--- config.mk ---
export PLATFORM = sky130hd
export DESIGN_NAME = pctb_ctrl
export DESIGN_NICKNAME = d
export VERILOG_FILES = /design/src/hw/rtl/pctb_pkg.sv /design/src/hw/rtl/pctb_ctrl.sv
export SDC_FILE = /design/constraint.sdc
export NUM_CORES = 1
export LEC_CHECK = 0
export BUFFER_PORTS_ARGS = -buffer_cell sky130_fd_sc_hd__buf_2
export CORE_MARGIN = 5
export CORE_UTILIZATION = 23
export DETAILED_ROUTE_END_ITERATION = 8
export PLACE_DENSITY = 0.46
export SLEW_MARGIN = 40
export SYNTH_ARGS = -nofsm -noshare
export SYNTH_HDL_FRONTEND = slang
export SYNTH_SLANG_ARGS = --single-unit
export TNS_END_PERCENT = 10
--- constraint.sdc ---
create_clock -name clk -period 1.3 [get_ports clk]
set_input_delay 0 -clock clk [delete_from_list [all_inputs] [get_ports clk]]
set_output_delay 0 -clock clk [all_outputs]
set_load 0.1 [all_outputs]
--- src/hw/rtl/pctb_pkg.sv ---
// Shared constants, codes and controller/datapath interface types of the prefix code tree builder.
package pctb_pkg;

    // Default sizes
    localparam int ALPHABET_SIZE_DEF = 128;
    localparam int MAX_CODE_BITS_DEF = 32;
    localparam int COUNT_BITS_DEF    = 16;

    // Field widths
    localparam int MODE_W   = 2;
    localparam int SYM_W    = 7;
    localparam int PATH_W   = 32;
    localparam int PLEN_W   = 6;
    localparam int CLEN_W   = 6;
    localparam int DIST_W   = 7;
    localparam int IN_DATA_W  = 48;
    localparam int OUT_DATA_W = 56;

    // Item modes
    localparam logic [MODE_W-1:0] MODE_ADD = 2'd0;
    localparam logic [MODE_W-1:0] MODE_ENC = 2'd1;
    localparam logic [MODE_W-1:0] MODE_DEC = 2'd2;

    typedef enum logic [4:0] {
        S_IDLE, S_CNT_RD, S_CNT_WR, S_B_INIT, S_SCAN_RD, S_SCAN_CHK,
        S_INS_RD, S_INS_CMP, S_INS_WR, S_M_CHK, S_M_RDA, S_M_RDB, S_M_SUM,
        S_M_SRD, S_M_SCMP, S_M_SWR, S_ROOT_RD, S_ROOT_SET, S_C_RD, S_C_L,
        S_C_R, S_ENC_RD, S_DEC_START, S_D_STEP, S_D_NEXT, S_EMIT
    } state_t;

    typedef enum logic [4:0] {
        OP_NONE, OP_ACCEPT, OP_CNT_RD, OP_CNT_WR, OP_B_INIT, OP_SCAN_RD,
        OP_SCAN_CHK, OP_INS_RD, OP_INS_CMP, OP_INS_WR, OP_M_RDA, OP_M_RDB,
        OP_M_SUM, OP_M_SRD, OP_M_SCMP, OP_M_SWR, OP_ROOT_RD, OP_ROOT_SET,
        OP_C_RD, OP_C_L, OP_C_R, OP_ENC_RD, OP_DEC_START, OP_D_STEP,
        OP_D_NEXT, OP_EMIT
    } dp_op_t;

    typedef struct packed {
        dp_op_t op;
    } dp_cmd_t;

    typedef struct packed {
        logic msg_end;
        logic out_free;
        logic scan_hit;
        logic scan_last;
        logic n_zero;
        logic pos_one;
        logic ins_gt;
        logic merge_more;
        logic m_tail;
        logic sc_lt;
        logic p_next_in;
        logic root_leaf;
        logic i_zero;
        logic d_done;
        logic cur_leaf;
        logic root_valid;
    } dp_status_t;

endpackage

--- src/hw/rtl/pctb_ctrl.sv ---
// Controller state machine: sequences counting, tree build, code pass and queries.
module pctb_ctrl (
    input  logic                         clk,
    input  logic                         rst_n,
    input  logic                         in_valid,
    input  logic [pctb_pkg::MODE_W-1:0]  in_mode,
    output logic                         in_ready,
    output pctb_pkg::dp_cmd_t            cmd,
    input  pctb_pkg::dp_status_t         st
);
    import pctb_pkg::*;

    state_t state_reg;
    state_t state_next;

    // Hold state
    always_ff @(posedge clk or negedge rst_n)
    begin
        if (!rst_n)
        begin
            state_reg <= S_IDLE;
        end
        else
        begin
            state_reg <= state_next;
        end
    end

    // Advance state
    always_comb
    begin
        state_next = state_reg;
        case (state_reg)
            S_IDLE:
            begin
                if (in_valid)
                begin
                    case (in_mode)
                        MODE_ADD: state_next = S_CNT_RD;
                        MODE_ENC: state_next = S_ENC_RD;
                        MODE_DEC: state_next = S_DEC_START;
                        default:  state_next = S_IDLE;
                    endcase
                end
            end
            S_CNT_RD:   state_next = S_CNT_WR;
            S_CNT_WR:   state_next = st.msg_end ? S_B_INIT : S_IDLE;
            S_B_INIT:   state_next = S_SCAN_RD;
            S_SCAN_RD:  state_next = S_SCAN_CHK;
            S_SCAN_CHK:
            begin
                if (st.scan_hit)
                begin
                    state_next = st.n_zero ? S_INS_WR : S_INS_RD;
                end
                else
                begin
                    state_next = st.scan_last ? S_M_CHK : S_SCAN_RD;
                end
            end
            S_INS_RD:   state_next = S_INS_CMP;
            S_INS_CMP:
            begin
                if (st.ins_gt && !st.pos_one)
                begin
                    state_next = S_INS_RD;
                end
                else
                begin
                    state_next = S_INS_WR;
                end
            end
            S_INS_WR:   state_next = st.scan_last ? S_M_CHK : S_SCAN_RD;
            S_M_CHK:
            begin
                if (st.n_zero)
                begin
                    state_next = S_EMIT;
                end
                else
                begin
                    state_next = st.merge_more ? S_M_RDA : S_ROOT_RD;
                end
            end
            S_M_RDA:    state_next = S_M_RDB;
            S_M_RDB:    state_next = S_M_SUM;
            S_M_SUM:    state_next = st.m_tail ? S_M_SRD : S_M_SWR;
            S_M_SRD:    state_next = S_M_SCMP;
            S_M_SCMP:   state_next = (st.sc_lt && st.p_next_in) ? S_M_SRD : S_M_SWR;
            S_M_SWR:    state_next = S_M_CHK;
            S_ROOT_RD:  state_next = S_ROOT_SET;
            S_ROOT_SET: state_next = st.root_leaf ? S_EMIT : S_C_RD;
            S_C_RD:     state_next = S_C_L;
            S_C_L:      state_next = S_C_R;
            S_C_R:      state_next = st.i_zero ? S_EMIT : S_C_RD;
            S_ENC_RD:   state_next = S_EMIT;
            S_DEC_START: state_next = st.root_valid ? S_D_STEP : S_EMIT;
            S_D_STEP:   state_next = (st.d_done || st.cur_leaf) ? S_EMIT : S_D_NEXT;
            S_D_NEXT:   state_next = S_D_STEP;
            S_EMIT:     state_next = st.out_free ? S_IDLE : S_EMIT;
            default:    state_next = S_IDLE;
        endcase
    end

    // Drive datapath commands
    always_comb
    begin
        in_ready = 1'b0;
        cmd.op   = OP_NONE;
        case (state_reg)
            S_IDLE:
            begin
                in_ready = 1'b1;
                cmd.op   = in_valid ? OP_ACCEPT : OP_NONE;
            end
            S_CNT_RD:    cmd.op = OP_CNT_RD;
            S_CNT_WR:    cmd.op = OP_CNT_WR;
            S_B_INIT:    cmd.op = OP_B_INIT;
            S_SCAN_RD:   cmd.op = OP_SCAN_RD;
            S_SCAN_CHK:  cmd.op = OP_SCAN_CHK;
            S_INS_RD:    cmd.op = OP_INS_RD;
            S_INS_CMP:   cmd.op = OP_INS_CMP;
            S_INS_WR:    cmd.op = OP_INS_WR;
            S_M_CHK:     cmd.op = OP_NONE;
            S_M_RDA:     cmd.op = OP_M_RDA;
            S_M_RDB:     cmd.op = OP_M_RDB;
            S_M_SUM:     cmd.op = OP_M_SUM;
            S_M_SRD:     cmd.op = OP_M_SRD;
            S_M_SCMP:    cmd.op = OP_M_SCMP;
            S_M_SWR:     cmd.op = OP_M_SWR;
            S_ROOT_RD:   cmd.op = OP_ROOT_RD;
            S_ROOT_SET:  cmd.op = OP_ROOT_SET;
            S_C_RD:      cmd.op = OP_C_RD;
            S_C_L:       cmd.op = OP_C_L;
            S_C_R:       cmd.op = OP_C_R;
            S_ENC_RD:    cmd.op = OP_ENC_RD;
            S_DEC_START: cmd.op = OP_DEC_START;
            S_D_STEP:    cmd.op = OP_D_STEP;
            S_D_NEXT:    cmd.op = OP_D_NEXT;
            S_EMIT:      cmd.op = st.out_free ? OP_EMIT : OP_NONE;
            default:     cmd.op = OP_NONE;
        endcase
    end

endmodule

==> impl_results.md, run 1 <==
- Outcome: complete, but fails checks
- Violated checks: setup timing
- Boundary Pins: 27
- Initial Utilization: 23.6%
- GPL Wtd Cong: 0.857
- Chip height: 71.3 um
- Hold Slack: 0.122 ns
- Area share of the largest cell type after synthesis: 14.5%
- Max_cap viols: 0
- Clock slew at reported path FFs: 0.04 ns
- Layout Skew: 0.00191 ns
- Final ANT Viol Nets: 0
- Worst-margin pin slew: 0.397 ns
- Area contributors post-synth: dfrtp_1 (14%), a21oi_1 (9.3%), o21ai_0 (8.7%)
- Grt total ovfl: 0
- Final worst setup slack: -0.498 ns
- Largest net degree at the start of global routing: 14
- Min-delay worst type: input pin to async pin
- Via density: 5.21
- Synth area leader: dfrtp_1
- Area of the core: 3660 um2
- Final net count: 227
- Sequential element share of the synthesized area: 14.5%
- Most common cell in the netlist: nand2_1
- Worst EP required: 1.30 ns
- Worst r2r src: state_reg[1]
- CP Launch Type: flop
- TritonCTS sink count: 5
- Clk buf depth: 2
- Number of flip-flops in the largest register: 5
- Half-perimeter wire length after placement: 2.82 mm
- RSZ-0062 raised after global routing: true
- Endpoints failing hold: 0
- Reg2reg end: state_reg[0]
- Setup crit end kind: output pin
- Setup violators final: 11
- Clk_lat worst skew: 0.22 ns
- Fin. max-slew vios: 0
- Share of cells above drive strength 1: 53.0%
- Cell count after synthesis: 138
- Final wirelength: 3.73 mm
- Vias in the first global route: 1326
- CP arrival: 1.80 ns
- EDFF count, synth: 0
- Inserted Clock Buffers: 3
- CTS tree: built
- Avg Inst Size Synth: 6.27 um2
- Syn_nets: 162
- # port buffers: 26
- F_max: 556 MHz
- DR iter-0 viols: 118
- Pleak: 0.000725 uW
- Global-route wire length before repair: 6.13 mm
- Clock Tree Root: clkbuf_8
- Yosys reg bits: 5
- Pwr/cell area: 3040 nW/um2
- Top_reg_cell synth: dfrtp_1
- Crit. Startpoint: state_reg[1]
- Commonest cells in the netlist: nand2_1 (17), a21oi_1 (16), o21ai_0 (15), nor2_1 (12), nor3_1 (10)
- Reg2reg setup slack: -0.40 ns
- Synth-to-Final Area Change: 94.8%
- Final worst-path cycle share: 138%
- Total GRT Usage: 14.9%
- Max H-tree Level: 1
- Wirelength per Cell: 14.9 um
- Num rows: 22
- Setup CP Type: flop to output pin
- Synth warnings: 0
- Synth cell types: 35
- CP Max Fanout: 2
- Crit path capture: cmd[0]
- Initial antenna violation count: 0
- VDD IR max: 1.61 mV
- Vias: 1302
- ANT cells: 0
- Mapped cell area: 865 um2
- Fraction of registers with async set/reset: 100%
- Die ar.: 5090 um2
- Layout Cells excl Fill: 250
- Die Span X: 71.3 um
- Post-route DRC: 0
- Max incr delay on CP: 0.49 ns
- Worst R2R Path Depth: 8
- CP Cell Sequence: or2_4, and2_4, or4_4, o21ai_4, buf_12
- Dpl ws: -0.392 ns
- Dpl cells: 240
- DRT Pass-1 Iters: 4
- Clock period minus worst slack: 1.80 ns
- Max transition margin: 73.3%
- Slowest CP cell: or4_4
## critical path: cells and delay by family (launching register included)
family	cells	cell delay, ns
simple gates	3	0.90
flops	1	0.41
buf+inv	1	0.19
compound gates	1	0.09
## final cells by class
class	count	area [um2]
Fill cell	367	1980
Timing Repair Buffer	70	587
Sequential cell	5	131
Clock buffer	4	45.0
Multi-Input combinational cell	115	827
Inverter	8	33.8
Tap cell	48	60.1
## worst min-delay path by stage
stage | startpoint | end | slack, ns | cells after the start
after floorplan | rst_n | state_reg[0] | -0.30 | 0
after global placement | rst_n | state_reg[4] | -0.18 | 1
after detailed placement | rst_n | state_reg[4] | -0.18 | 1
after CTS | rst_n | state_reg[0] | 0.13 | 2
after global routing | rst_n | state_reg[4] | 0.16 | 2
final | rst_n | state_reg[0] | 0.12 | 2
## placed cells by master, fill, tap and decap left out, types with 3 or more instances in the layout
master	count
nand4_1	4
nor2_1	10
buf_6	9
buf_2	20
buf_4	34
nor3_1	7
o21ai_4	3
a21oi_1	12
o21ai_0	10
inv_1	7
nand2_1	15
nor2b_1	4
ha_1	3
clkbuf_8	3
buf_12	6
dfrtp_2	5
a21oi_2	3
o211ai_1	3
## what timing repair did
item / 4_1_cts / 5_1_grt
hold buffers: 1 / 0
hold endpoints to repair: 5 / 0
setup buffers: 5 / 0
pin swaps: 4 / 3
gates resized for setup: 34 / 9
setup endpoints to repair: 11 / 11
## per-layer routing
layer	vias up	global-route usage, %	routed length [um]
li1	632	-	-
met1	602	18.3	1500
met2	54	24.8	1850
met3	14	2.95	239
met4	0	6.68	133
met5	-	0	0
## cell families (layout without fill, tap and decap cells)
| logic type | after synthesis | after routing | share of synthesized area (%) |
|---|---|---|---|
| flops | 5 | 5 | 14.5 |
| compound gates | 45 | 45 | 31.1 |
| fa+ha+maj | 3 | 3 | 4.34 |
| simple gates | 65 | 65 | 37.8 |
| mux | 2 | 2 | 2.32 |
| buf+inv | 18 | 82 | 9.99 |
## stage by stage
step                      area, um2  TNS [ns]  util (%)  total power, uW
after global placement         1430     -2.76      39.0             4220
after floorplan                 920     -2.42         -             2650
after detailed placement       1430     -2.59      39.0             4210
after CTS                      1650     -3.38      45.0             4980
after global routing           1680     -4.26      46.0             5410
final                          1680     -3.56      46.0             5120
## where the power goes
group / switching (uW) / internal, uW
logic: 2480 / 1970
clock network: 76.0 / 210
registers: 140 / 245
No activity file was read; power rests on OpenSTA's default activity.
==> run 2, diff against run 1 <==
Settings changed: BUFFER_PORTS_ARGS -buffer_cell sky130_fd_sc_hd__buf_2 to unset, DONT_BUFFER_PORTS set to 1, PLACE_DENSITY 0.46 to 0.39.
==> run 2 against run 1 <==
The run still ends with setup timing left. Global-route usage shrank 1.4 points. Sequential share of layout area grew 0.69 points. Combinational power shrank 4.9%. Final area shrank 11%. Clock power shrank 2%. Non-clock buffer count shrank 22. Worst setup slack gained 0.040 ns. Hold slack lost 0.068 ns. Total power shrank 6.0%. Critical path depth is the same. Clock skew shrank 0.0014 ns. Critical path type unchanged. Largest power group unchanged.
==> impl_results.md, run 2 (synthesis results as in run 1) <==
- # port buffers: 0
- CTS tree: built
- Wirelength per Cell: 15.3 um
- Die ar.: 5090 um2
- Pwr/cell area: 3210 nW/um2
- Largest net degree at the start of global routing: 14
- Initial antenna violation count: 0
- Dpl cells: 220
- Reg2reg setup slack: -0.35 ns
- Outcome: complete, but fails checks
- Min-delay worst type: input pin to flop
- GR Layer Usage met1: 17.3%
- TritonCTS sink count: 5
- Synth-to-Final Area Change: 73.8%
- Worst EP required: 1.30 ns
- Setup CP Type: flop to output pin
- Worst Hold Launch: st[12]
- Num rows: 22
- Hold depth: 3
- Max transition margin: 74.3%
- DR iter-0 viols: 71
- GPL Wtd Cong: 0.839
- RSZ-0062 raised after global routing: true
- Worst r2r src: state_reg[2]
- Placed Area: 1320 um2
- Grt met2 use: 24.1%
- Reg2reg end: state_reg[0]
- Share of cells above drive strength 1: 42.2%
- Setup crit end kind: output pin
- Inserted Clock Buffers: 3
- VDD IR max: 1.40 mV
- Setup violators final: 11
- Clk buf depth: 2
- Initial Utilization: 23.6%
- Number of flip-flops in the largest register: 5
- CP arrival: 1.76 ns
- Clock Tree Root: clkbuf_8
- CP Launch Type: flop
- Max_cap viols: 0
- Clk_lat worst skew: 0.22 ns
- Worst R2R Path Depth: 8
- DRT Pass-1 Iters: 4
- Violated checks: setup timing
- Global-route wire length before repair: 5.54 mm
- CP Max Fanout: 2
- Chip height: 71.3 um
- ANT cells: 0
- Vias in the first global route: 1166
- Fin. max-slew vios: 0
- Pleak: 0.000627 uW
- Final wirelength: 3.49 mm
- Layout Cells excl Fill: 228
- Max H-tree Level: 1
- Vias: 1184
- Endpoints failing hold: 0
- Layout Skew: 0.000518 ns
- Die Span X: 71.3 um
- Clock slew at reported path FFs: 0.03 ns
- Post-route DRC: 0
- Final worst-path cycle share: 135%
- Gr busiest metal: met2
- Final net count: 205
- Area of the core: 3660 um2
- Fin Setup TNS: -3.44 ns
- Total GRT Usage: 13.5%
- F_max: 569 MHz
- Clock period minus worst slack: 1.76 ns
- Via density: 5.19
- Endpoint, Worst Hold: state_reg[3]
- Final ANT Viol Nets: 0
- Grt total ovfl: 0
- Final core utilization: 41.0%
- Most frequent cells in the layout: buf_4 (37), nand2_1 (16), a21oi_1 (14)
- Worst-margin pin slew: 0.384 ns
- Most common cell after layout, fill and taps aside: buf_4
- Cell area after layout: 1500 um2
- Met3 usage: 1.82%
- Dpl ws: -0.345 ns
- Boundary Pins: 27
- Half-perimeter wire length after placement: 2.84 mm
- Final worst setup slack: -0.459 ns
[run 2: changes by cell type in the layout (fill, tap and decap cells not counted), sizes merged]
cell and change:
inv +1, buf -22, clkinvlp -1
[run 2: worst max-delay path: stages (launching register included)]
cell and delay (ns):
dfrtp_2 0.39, or2_4 0.23, and2_4 0.16, or4_4 0.49, o21ai_4 0.09, buf_12 0.19
[run 2: what timing repair did]
action | in CTS | in global routing
pin swaps | 6 | 2
hold endpoints to repair | 5 | 0
setup buffers | 3 | 0
hold buffers | 1 | 0
gates resized for setup | 21 | 8
endpoints found under the setup margin | 11 | 11
[run 2: how the worst max path moves through the flow]
stage / start / endpoint / slack, ns / cells past startpoint
4_1_cts: state_reg[2] / cmd[0] / -0.46 / 5
5_1_grt: state_reg[2] / cmd[2] / -0.50 / 9
3_3_place_gp: state_reg[2] / state_reg[0] / -0.33 / 7
2_1_floorplan: state_reg[2] / cmd[0] / -0.35 / 5
6_report: state_reg[2] / cmd[0] / -0.46 / 5
3_5_place_dp: state_reg[2] / cmd[0] / -0.35 / 5
[run 2: metrics by stage]
stage / total power, uW / hold WS, ns
floorplan: 2650 / -0.296
global route: 5070 / 0.0729
global placement: 4140 / -0.295
CTS: 4740 / 0.0551
finish: 4820 / 0.0544
detailed placement: 4140 / -0.295
[run 2: report_power, final]
group / internal [uW] / switching [uW] / total (uW)
registers: 237 / 71.1 / 308
clock network: 210 / 70.9 / 281
logic: 1800 / 2430 / 4230
[run 2: per-layer routing]
metal | part of all wire, % | vias to the layer above
li1 | - | 588
met1 | 43 | 560
met2 | 50 | 34
met3 | 6.6 | 2
met4 | 0.14 | 0
met5 | 0 | -
[run 2: area by class of cell]
type,count,area (um2)
fill,389,2160
multi-input combinational,115,787
timing repair buffer,48,453
sequential,5,128
tap,48,60.1
clock buffer,4,45.0
inverter,8,30.0
